`src/design/ogs_pkg.sv`:
```
// Shared widths, control struct and defaults for the orientation gradient step
package ogs_pkg;

	localparam int FRAC_BITS_DEF = 14;

	// Field and datapath widths
	localparam int Q_W    = 16;  // quaternion component
	localparam int A_W    = 16;  // accelerometer sample magnitude
	localparam int SQ_W   = 32;  // accelerometer square and norm-squared sum
	localparam int RAD_W  = 62;  // square root radicand
	localparam int ROOT_W = 31;  // square root result, also divisor width
	localparam int F_W    = 35;  // gravity error terms
	localparam int G_W    = 56;  // raw gradient components
	localparam int M_W    = 30;  // normalized gradient magnitudes
	localparam int O_W    = 16;  // result fields

	// Control that travels with each request down the pipeline
	typedef struct packed {
		logic vld;  // stage holds a request
		logic az;   // accelerometer vector is zero
		logic gz;   // gradient is zero
	} ctl_t;

endpackage

```
`src/design/ogs_sqrt.sv`:
```
// Pipelined integer square root, one result bit per stage
module ogs_sqrt #(
	parameter int SBW = 1
) (
	input  logic                        clk,
	input  logic                        arst_n,
	input  ogs_pkg::ctl_t               ctl_i,
	input  logic [ogs_pkg::RAD_W-1:0]   rad_i,
	input  logic [SBW-1:0]              sb_i,
	output ogs_pkg::ctl_t               ctl_o,
	output logic [ogs_pkg::ROOT_W-1:0]  root_o,
	output logic [SBW-1:0]              sb_o
);
	import ogs_pkg::*;

	localparam int NS  = ROOT_W;
	localparam int RMW = ROOT_W + 2;

	ctl_t               ctl_s  [NS];
	logic [ROOT_W-1:0]  root_s [NS];
	logic [SBW-1:0]     sb_s   [NS];
	logic [RAD_W-1:0]   x_s    [NS-1];
	logic [RMW-1:0]     rem_s  [NS-1];

	for (genvar k = 0; k < NS; k++) begin : g_st
		ctl_t              c_in;
		logic [RAD_W-1:0]  x_in;
		logic [RMW-1:0]    r_in;
		logic [ROOT_W-1:0] q_in;
		logic [SBW-1:0]    b_in;
		logic [RMW-1:0]    cur;
		logic [RMW-1:0]    trial;
		logic [RMW-1:0]    nrem;
		logic              ge;

		if (k == 0) begin : g_first
			assign c_in = ctl_i;
			assign x_in = rad_i;
			assign r_in = '0;
			assign q_in = '0;
			assign b_in = sb_i;
		end else begin : g_next
			assign c_in = ctl_s[k-1];
			assign x_in = x_s[k-1];
			assign r_in = rem_s[k-1];
			assign q_in = root_s[k-1];
			assign b_in = sb_s[k-1];
		end

		// bring down two radicand bits and try the next root bit
		assign cur   = {r_in[RMW-3:0], x_in[RAD_W-1 -: 2]};
		assign trial = {q_in, 2'b01};
		assign ge    = (cur >= trial);
		assign nrem  = ge ? (cur - trial) : cur;

		always_ff @(posedge clk or negedge arst_n) begin
			if (!arst_n) begin
				ctl_s[k] <= '0;
			end else begin
				ctl_s[k] <= c_in;
			end
		end

		always_ff @(posedge clk) begin
			root_s[k] <= {q_in[ROOT_W-2:0], ge};
			sb_s[k]   <= b_in;
		end

		if (k < NS - 1) begin : g_carry
			always_ff @(posedge clk) begin
				rem_s[k] <= nrem;
				x_s[k]   <= x_in << 2;
			end
		end
	end

	assign ctl_o  = ctl_s[NS-1];
	assign root_o = root_s[NS-1];
	assign sb_o   = sb_s[NS-1];

endmodule

```
`config.mk`:
```
export PLATFORM = sky130hd
export DESIGN_NAME = ogs_sqrt
export DESIGN_NICKNAME = d
export VERILOG_FILES = /design/src/design/ogs_pkg.sv /design/src/design/ogs_sqrt.sv
export SDC_FILE = /design/constraint.sdc
export NUM_CORES = 2
export LEC_CHECK = 0
export ABC_AREA = 1
export BUFFER_PORTS_ARGS = -buffer_cell sky130_fd_sc_hd__buf_2
export CORE_MARGIN = 3
export CORE_UTILIZATION = 60
export DETAILED_ROUTE_END_ITERATION = 8
export PLACE_DENSITY_LB_ADDON = 0.2
export SLEW_MARGIN = 20
export SYNTH_ARGS = -nofsm -noshare
export SYNTH_HDL_FRONTEND = slang
export SYNTH_SLANG_ARGS = --single-unit
```
`constraint.sdc`:
```
create_clock -name clk -period 2.4 [get_ports clk]
set_input_delay 0.6 -clock clk [delete_from_list [all_inputs] [get_ports clk]]
set_output_delay 0.6 -clock clk [all_outputs]
set_load 0.02 [all_outputs]
```
==> impl_metrics.yaml <==
run_status:
  status: "completed"
die:
  start_util_pct: 60.7
  dieArea_um2: 184000
  die_h_um: 429
  pin_count: 103
  core-area_um2: 177000
  std_cell_rows: 154
  fp.dieW_um: 429
power_and_ir_drop:
  ir_worst_vdd_v: 0.000829
  p_leak_nw: 67.3
  finalPower_w: 0.128
  power_density_nw_per_um2: 1040
synthesis:
  synth_top_area_share_pct: 43.7
  synth_top_area_cell: "dfxtp_1"
  synth_ff_type: "dfxtp_1"
  ys_ff_latch: 2437
  synth_edf_count: 0
  ys_async_sr_fraction_pct: 3.82
  ys_top_cells_by_area: "dfxtp_1, nand2_1, inv_1, ha_1, nand3_1"
  synth_commonest_cells: "nand2_1, inv_1, dfxtp_1"
  synth_fp_nets: 15500
  synth_area_per_cell_um2: 7.21
  syn_area_um2: 107000
  synth.most_common_cell: "nand2_1"
  synthDistinctLibCells: 55
  yosysWarnings: 0
  yosysSeqAreaShare_pct: 45.8
  syn_inst: 14900
cells_and_area:
  areaGrowthSynthToFinish_pct: 14.5
  final_layout_size_suffix_gt1_share_pct: 7.81
  fillers: 14900
  nets: 16100
  multi_input_comb_area_um2: 48100
  ff_latch_area_um2: 49300
placed_design:
  dp_hpwl_mm: 233
  dpl_worst_slack_ns: -0.0270
  portBuffers: 102
  gp_congestion: 1.00
timing:
  finalWorstSetupSlack_ns: 0.0695
  slew_viol_final: 0
  max_freq_mhz: 429
  slew_headroom_pct: 60.5
  tightestPinTransition_ns: 0.586
  final_hold_viol_count: 0
  final.setup_skew_ns: 0.0757
  fin_crit_ns: 2.33
  finalSetupTns_ns: 0
  setup_viol: 0
  post-route-period-util_pct: 97.1
clocking:
  cts-buffers-inserted: 229
  insertion_delay_ns: 0.90
  clk_pin_slew_ns: 0.07
  htreeDepth: 4
  tritoncts: "built"
  clockBufferDepth: 3
  cts.sink_count: 2437
  root_buffer: "clkbuf_16"
grt:
  grt_usage_pct: 31.6
  grt_pass1_vias: 87900
  grt_overflow_total: 0
  antenna_found_initial: 7
  grt_start_max_net_pins: 37
  grt_pass1_wl_mm: 466
critical_path:
  worstPathCellList: "inv_1 -> ha_2 -> nand2_2 -> nor2_2 -> nand2_1 -> nor2_1 -> nand4_1 -> nand2_2 -> nor2_4 -> buf_4 -> clkbuf_16 -> a21oi_1"
  cp_slowest_stage_delay_ns: 0.38
  arrival_ns: 3.12
  path_delay_family: "simple AND/OR/NAND/NOR gates"
  startpoint_type: "flop"
  critPathCaptureType: "flop"
  worst-path-max-fanout: 10
  crit_required_ns: 3.19
  reg2reg_slack_ns: 0.07
  path_buf_inv: 3
  path_common_cell: "nand2_2"
  critPathSlowestCell: "ha_2"
  crit_type: "reg -> reg"
routing:
  via_per_inst: 5.10
  first_iter_violations: 8605
  drt-pass1-iter-count: 6
  routed_wl_mm: 297
  drc: 0
  drt-wirelength-per-cell_um: 16.4
  ant_nets: 0
  route.vias.total: 92200
min_path:
  hold_class: "in -> async"
flow_run:
  max_cap_viol_count: 0
-- worst register-to-register path, stage by stage (launching register included) --
cell and delay, ns:
dfxtp_1 0.35, inv_1 0.07, ha_2 0.38, nand2_2 0.10, nor2_2 0.15, nand2_1 0.10, nor2_1 0.14, nand4_1 0.16
nand2_2 0.15, nor2_4 0.06, buf_4 0.14, clkbuf_16 0.16, a21oi_1 0.25
-- power by group --
part	total, W	switching [W]	internal [W]
combinational	0.0346	0.0226	0.0120
clock	0.0397	0.0165	0.0232
sequential	0.0537	0.00624	0.0474
-- final cells by class --
type | count | area share (%)
inverter | 2581 | 7.88
timing repair buffer | 560 | 3.73
tap | 2340 | 2.38
sequential | 2437 | 40.0
clock buffer | 293 | 5.11
antenna | 3 | 0.00610
multi-input combinational | 9744 | 39.0
clock inverter | 143 | 1.81
-- metal layers --
metal / global-route usage [%] / up-vias / routed length [um]
met1: 42.8 / 41500 / 131000
li1: - / 47100 / -
met5: 0 / - / 13
met2: 52.1 / 3137 / 135000
met4: 9.84 / 2 / 9160
met3: 4.59 / 571 / 21200
-- metrics by stage --
stage / hold slack [ns] / cell area [um^2] / util, % / instances
after floorplan: 0.304 / 107000 / - / 14900
after global routing: 0.268 / 123000 / 69.5 / 18100
after CTS: 0.190 / 122000 / 69.1 / 18100
after global placement: 0.310 / 113000 / 63.9 / 17600
final: 0.239 / 123000 / 69.5 / 18100
after detailed placement: 0.312 / 113000 / 63.9 / 17600
-- worst paths after layout --
check	start	endpoint	cells after the start
min in group clk	x_s[0][715]	x_s[0][777]	0
max	root_s[0][414]	rem_s[14][26]	12
max reg2reg	root_s[0][414]	rem_s[14][26]	12
min reg2reg	x_s[0][715]	x_s[0][777]	0
max in group asynchronous	arst_n	ctl_s[39]	3
min	arst_n	ctl_s[89]	2
-- logic make-up after synthesis --
kind of cell	after synthesis	share of synthesized area [%]
buffers and inverters	2718	9.92
AOI/OAI and AO/OA	905	4.46
xor gates and xnor gates	350	2.85
DFF	2437	45.8
and+or+nand+nor	7960	30.8
other	1	0.00349
adders and majority gates	528	6.15
-- layout by cell type (no fill, tap or decap), types with 239 or more instances in the layout --
cell / count
buf_4: 352
o21ai_0: 239
inv_1: 2559
nand3_1: 866
dfxtp_1: 2324
ha_1: 504
a21oi_1: 524
xor2_1: 269
nor2_1: 1099
nand2_1: 5151
-- sequential cells by signal, indices dropped and copies added (netlist names) --
name and cells:
x_s 930, rem_s 887, root_s 496, ctl_s 90
sb_s 31, ctl_o 3
-- repair_timing --
action	in CTS	in global routing
buffers inserted	2	11
hold endpoints to repair	135	0
pin swaps	1	14
hold buffers	68	0
gates resized for setup	8	153
cloned	0	1
setup endpoints to repair	22	401
(Power assumes the default switching activity.)
