**config.mk**
```make
export PLATFORM = sky130hd
export DESIGN_NAME = ogs_div
export DESIGN_NICKNAME = d
export VERILOG_FILES = /design/src/design/ogs_pkg.sv /design/src/design/ogs_div.sv
export SDC_FILE = /design/constraint.sdc
export NUM_CORES = 2
export LEC_CHECK = 0
export BUFFER_PORTS_ARGS = -buffer_cell sky130_fd_sc_hd__buf_2
export CORE_MARGIN = 5
export CORE_UTILIZATION = 40
export DETAILED_ROUTE_END_ITERATION = 8
export GPL_ROUTABILITY_DRIVEN = 0
export PLACE_DENSITY = 0.59
export SETUP_SLACK_MARGIN = 0.15
export SLEW_MARGIN = 25
export SYNTH_ARGS = -nofsm -noshare
export SYNTH_HDL_FRONTEND = slang
export SYNTH_SLANG_ARGS = --single-unit
```
**constraint.sdc**
```tcl
create_clock -name clk -period 2.85 [get_ports clk]
set_input_delay 0.1425 -clock clk [delete_from_list [all_inputs] [get_ports clk]]
set_output_delay 0.1425 -clock clk [all_outputs]
set_load 0.005 [all_outputs]
```
**src/design/ogs_pkg.sv**
```systemverilog
// Shared widths, control struct and defaults for the orientation gradient step
package ogs_pkg;

	localparam int FRAC_BITS_DEF = 14;

	// Field and datapath widths
	localparam int Q_W    = 16;  // quaternion component
	localparam int A_W    = 16;  // accelerometer sample magnitude
	localparam int SQ_W   = 32;  // accelerometer square and norm-squared sum
	localparam int RAD_W  = 62;  // square root radicand
	localparam int ROOT_W = 31;  // square root result, also divisor width
	localparam int F_W    = 35;  // gravity error terms
	localparam int G_W    = 56;  // raw gradient components
	localparam int M_W    = 30;  // normalized gradient magnitudes
	localparam int O_W    = 16;  // result fields

	// Control that travels with each request down the pipeline
	typedef struct packed {
		logic vld;  // stage holds a request
		logic az;   // accelerometer vector is zero
		logic gz;   // gradient is zero
	} ctl_t;

endpackage

```
**src/design/ogs_div.sv**
```systemverilog
// Pipelined restoring divider, several lanes over one shared divisor
module ogs_div #(
	parameter int LN  = 1,
	parameter int QW  = 16,
	parameter int SBW = 1
) (
	input  logic                               clk,
	input  logic                               arst_n,
	input  ogs_pkg::ctl_t                      ctl_i,
	input  logic [QW+ogs_pkg::ROOT_W-1:0]      num_i [LN],
	input  logic [ogs_pkg::ROOT_W-1:0]         den_i,
	input  logic [SBW-1:0]                     sb_i,
	output ogs_pkg::ctl_t                      ctl_o,
	output logic [QW-1:0]                      quo_o [LN],
	output logic [SBW-1:0]                     sb_o
);
	import ogs_pkg::*;

	localparam int DW = ROOT_W;
	localparam int NW = QW + DW;

	ctl_t           ctl_s [QW];
	logic [SBW-1:0] sb_s  [QW];
	logic [QW-1:0]  nq_s  [QW][LN];
	logic [DW-1:0]  den_s [QW-1];
	logic [DW-1:0]  r_s   [QW-1][LN];

	for (genvar k = 0; k < QW; k++) begin : g_st
		ctl_t           c_in;
		logic [SBW-1:0] b_in;
		logic [DW-1:0]  d_in;

		if (k == 0) begin : g_first
			assign c_in = ctl_i;
			assign b_in = sb_i;
			assign d_in = den_i;
		end else begin : g_next
			assign c_in = ctl_s[k-1];
			assign b_in = sb_s[k-1];
			assign d_in = den_s[k-1];
		end

		always_ff @(posedge clk or negedge arst_n) begin
			if (!arst_n) begin
				ctl_s[k] <= '0;
			end else begin
				ctl_s[k] <= c_in;
			end
		end

		always_ff @(posedge clk) begin
			sb_s[k] <= b_in;
		end

		if (k < QW - 1) begin : g_den
			always_ff @(posedge clk) begin
				den_s[k] <= d_in;
			end
		end

		for (genvar l = 0; l < LN; l++) begin : g_ln
			logic [DW-1:0] r_in;
			logic [QW-1:0] q_in;
			logic [DW:0]   t;
			logic [DW:0]   diff;
			logic          ge;

			if (k == 0) begin : g_first
				assign r_in = num_i[l][NW-1:QW];
				assign q_in = num_i[l][QW-1:0];
			end else begin : g_next
				assign r_in = r_s[k-1][l];
				assign q_in = nq_s[k-1][l];
			end

			// shift in the next dividend bit, subtract where it fits
			assign t    = {r_in, q_in[QW-1]};
			assign diff = t - {1'b0, d_in};
			assign ge   = (t >= {1'b0, d_in});

			always_ff @(posedge clk) begin
				nq_s[k][l] <= {q_in[QW-2:0], ge};
			end

			if (k < QW - 1) begin : g_rem
				always_ff @(posedge clk) begin
					r_s[k][l] <= ge ? diff[DW-1:0] : t[DW-1:0];
				end
			end
		end
	end

	assign ctl_o = ctl_s[QW-1];
	assign sb_o  = sb_s[QW-1];
	for (genvar l = 0; l < LN; l++) begin : g_out
		assign quo_o[l] = nq_s[QW-1][l];
	end

endmodule

```
==> results.md <==
* Vias in the first global route at 50200
* Seq cells post-synth at 1250
* Core Box Area at approximately 140000 um^2
* Unrepaired setup endpoints after global routing: true
* Internal power at about 65 mW
* Fin crit share at 110%
* Sequential area share after synthesis at between 40% and 50%
* Tot GR Track Use at approximately 20%
* Num ports at 104
* Synth-to-layout area growth at 42.5%
* Htree depth at 4
* Row count at 137
* Routed Wire Length at 160000 um
* Post-synth top cells: 1202 x dfxtp_1, 652 x inv_1, 568 x a21oi_1
* Setup tns final at -27.61 ns
* Number of synthesized flops with an enable pin at 0
* Clock buffer count from CTS at 142
* Most frequent CP cell: o21ai_2
* Part of the power in the clock network at 17.1%
* Most used routing layer: met2
* Async set or reset register ratio after synthesis at 3.84%
* CTS tree: done
* Routed via count at approximately 50000
* Status: finished, violations left
* Sequential power share at approximately a quarter
* Crit. End Element: register
* Met3 Track Usage GR at 3.02%
* Starting Density at around two fifths
* Layout net count at approximately 8200
* Largest net degree at the start of global routing at 49
* Worst hold path class: in2reg
* Setup Crit Path Kind: reg2reg
* CP cell instances: inv_2 -> ha_4 -> fa_2 -> nor2b_4 -> o2111ai_4 -> a311oi_2 -> buf_4 -> a221oi_4 -> o21ai_2 -> o21ai_2 -> buf_6 -> a21oi_4 -> o21ai_4 -> inv_4 -> o21ai_2 -> or3_1
* Worst skew pair latency at 0.78 ns
* Worst path slowest cell: fa_2
* Worst setup SP type: register
* Tmin final at 3.13 ns
* Clock Skew at approximately 0.032 ns
* Clock Path Buffers at 3
* Unique masters post-synth at 86
* Max-slew violations at 0
* Power Density at 1330 nW/um^2
* Switching Share at 38.8%
* Die Height at 385 um
* Slew headroom at 54.6%
* GR Util met1 at 18.5%
* Total grt overflow at 0
* Setup violations, final at roughly 250
* First-pass GRT wire length at about 250000 um
* Avg WL per Cell at roughly 17 um
* Failing checks: setup timing
* Worst-path clk slew at 0.06 ns
* CP max stage delay at between 0.3 and 0.4 ns
* Slew @ Worst Pin at between 0.6 and 0.7 ns
* Worst Slack Setup Final at -0.283 ns
* Synth Area per Inst at around 9 um^2
* Met2 GRT Util at around two fifths
* Yosys warnings at 0
* Die W at 385 um
* Port Buffers at 103
* Max frequency at approximately 320 MHz
* Maximum vdd drop at ~0.00090 V
* NetSw at 41.4 mW
* Most frequent cell after synthesis: dfxtp_1
* Initial antenna violation count at 5
* # Max-Cap Violations at 0
* Initial detailed-routing violation count at ~1900
* Remaining antenna violation count at 0
* Filler cell count at 11800
* Final Hold Vio Count at 0
* Cell area after synthesis at between 50000 and 60000 um^2
* Pleak at approximately 37 nW
* Mapped Nets at just under 7000
* Worst hold slack at 0.0388 ns
* Arrival time at the worst endpoint at approximately 3.8 ns
* Required time of the critical path at roughly 3.5 ns
* Crit path max fanout at 6
* Share of layout cells above drive strength 1 at 31.2%
* Cells after synthesis at 6229
* Post-synth top flop: dfxtp_1
* DRC at 0
* Die area at 149000 um^2
* Yosys top cell area share at between 40% and 50%
* Clk root buf: clkbuf_16
* Yosys top cell by area: dfxtp_1
* Top cells by area, synth: dfxtp_1 43%, ha_1 11%, a21oi_1 5.0%, inv_1 4.3%, o21ai_0 3.9%
* Dpl hpwl at 112000 um
* CTS sink cnt at roughly 1300
* Combinational power share at 58.5%
* Vias per std cell at 5.11
* Pre-antenna DRT Iters at 7
## worst max-delay path, delay by kind of cell, from the launching register on
family | cells | cell delay [ns]
adders and majority gates | 2 | 0.51
and+or+nand+nor | 2 | 0.56
DFF | 1 | 0.33
AOI/OAI and AO/OA | 8 | 1.13
buffers and inverters | 4 | 0.48
## flip-flops by register name, summed over array words and instances, names as in the netlist
signal / count
ctl_o: 3
nq_s: 256
ctl_s: 45
den_s: 465
r_s: 465
sb_s: 16
## cell usage in the layout (no fill, tap or decap), types with 76 or more instances in the layout
| cell type | instances |
|---|---|
| a21o_1 | 251 |
| a21oi_1 | 402 |
| a21oi_2 | 143 |
| buf_2 | 103 |
| buf_4 | 927 |
| buf_6 | 81 |
| clkbuf_16 | 157 |
| dfxtp_1 | 1134 |
| dlygate4sd3_1 | 127 |
| ha_1 | 436 |
| inv_1 | 622 |
| nand2_1 | 400 |
| nand4_1 | 76 |
| nor2_1 | 286 |
| nor3_1 | 89 |
| o21ai_0 | 249 |
| o21ai_1 | 99 |
| o21ai_2 | 88 |
| xnor2_1 | 185 |
| xor2_1 | 180 |
## power by group through the flow
stage	logic (mW)	registers, mW	clock network, mW
2_1_floorplan	29.9	24.6	0
3_3_place_gp	44.5	25.8	0
3_5_place_dp	45.2	25.8	0
4_1_cts	56.2	25.7	18.7
5_1_grt	67.5	26.6	19.4
6_report	62.5	26.1	18.2
## per-layer routing
metal | up-vias | part of all wire [%]
met4 | 2 | 9.0
met2 | 1183 | 54
met3 | 612 | 3.2
met5 | - | 0.0075
li1 | 24300 | -
met1 | 22900 | 34
## cells by family (layout without fill, tap and decap cells)
kind of cell	after synthesis	after routing	share of synthesized area [%]
buffers and inverters	824	2282	5.57
adder cells (fa/ha/maj)	511	511	11.5
AND/OR/NAND/NOR	1489	1489	12.4
AO/OA/AOI/OAI	1750	1750	19.2
other	0	22	0
XOR/XNOR	367	367	5.70
multiplexers	38	38	0.745
flip-flops	1250	1250	44.8
## worst paths after layout
path | from | end | slack, ns | depth (start not counted)
worst max-delay path | nq_s[11][15]$_DFF_P_ | r_s[1][149]$_DFF_P_ | -0.28 | 16
worst min-delay path | den_i[17] | r_s[0][17]$_DFF_P_ | 0.04 | 6
worst max register to register | nq_s[11][15]$_DFF_P_ | r_s[1][149]$_DFF_P_ | -0.28 | 16
worst min register to register | nq_s[8][11]$_DFF_P_ | nq_s[9][12]$_DFF_P_ | 0.30 | 0
max in group asynchronous | arst_n | ctl_o[1]$_DFF_PN0_ | 1.96 | 3
min in group asynchronous | arst_n | ctl_s[46]$_DFF_PN0_ | 0.47 | 3
## through the flow
stage | std cells | instance area (um^2) | total power, mW | utilization [%] | setup WS (ns)
floorplan | 6229 | 56800 | 54.5 | - | -0.201
global placement | 8916 | 65700 | 70.3 | 47.0 | -0.594
detailed placement | 8916 | 65700 | 71.0 | 47.0 | -0.610
CTS | 9480 | 77000 | 101 | 55.1 | -0.277
global route | 9585 | 80400 | 113 | 57.5 | -0.424
finish | 9585 | 80400 | 107 | 57.5 | -0.283
## layout make-up
class / instances / area, um^2 / share of cell area (%)
inverter: 658 / 2530 / 3.15
clock inverter: 48 / 638 / 0.794
timing repair inverter: 1 / 7.51 / 0.00934
tap: 1876 / 2350 / 2.92
sequential: 1250 / 25400 / 31.6
timing repair buffer: 1376 / 12700 / 15.8
multi-input combinational: 4155 / 32600 / 40.5
antenna: 22 / 55.1 / 0.0685
clock buffer: 199 / 4120 / 5.13
## repair_timing
action,in CTS,in global routing
hold buffers,126,8
pin swaps,278,166
gates resized for setup,804,608
buffers inserted,141,68
cloned,50,12
hold endpoints to repair,130,18
setup endpoints to repair,448,477
(Power assumes the default switching activity.)
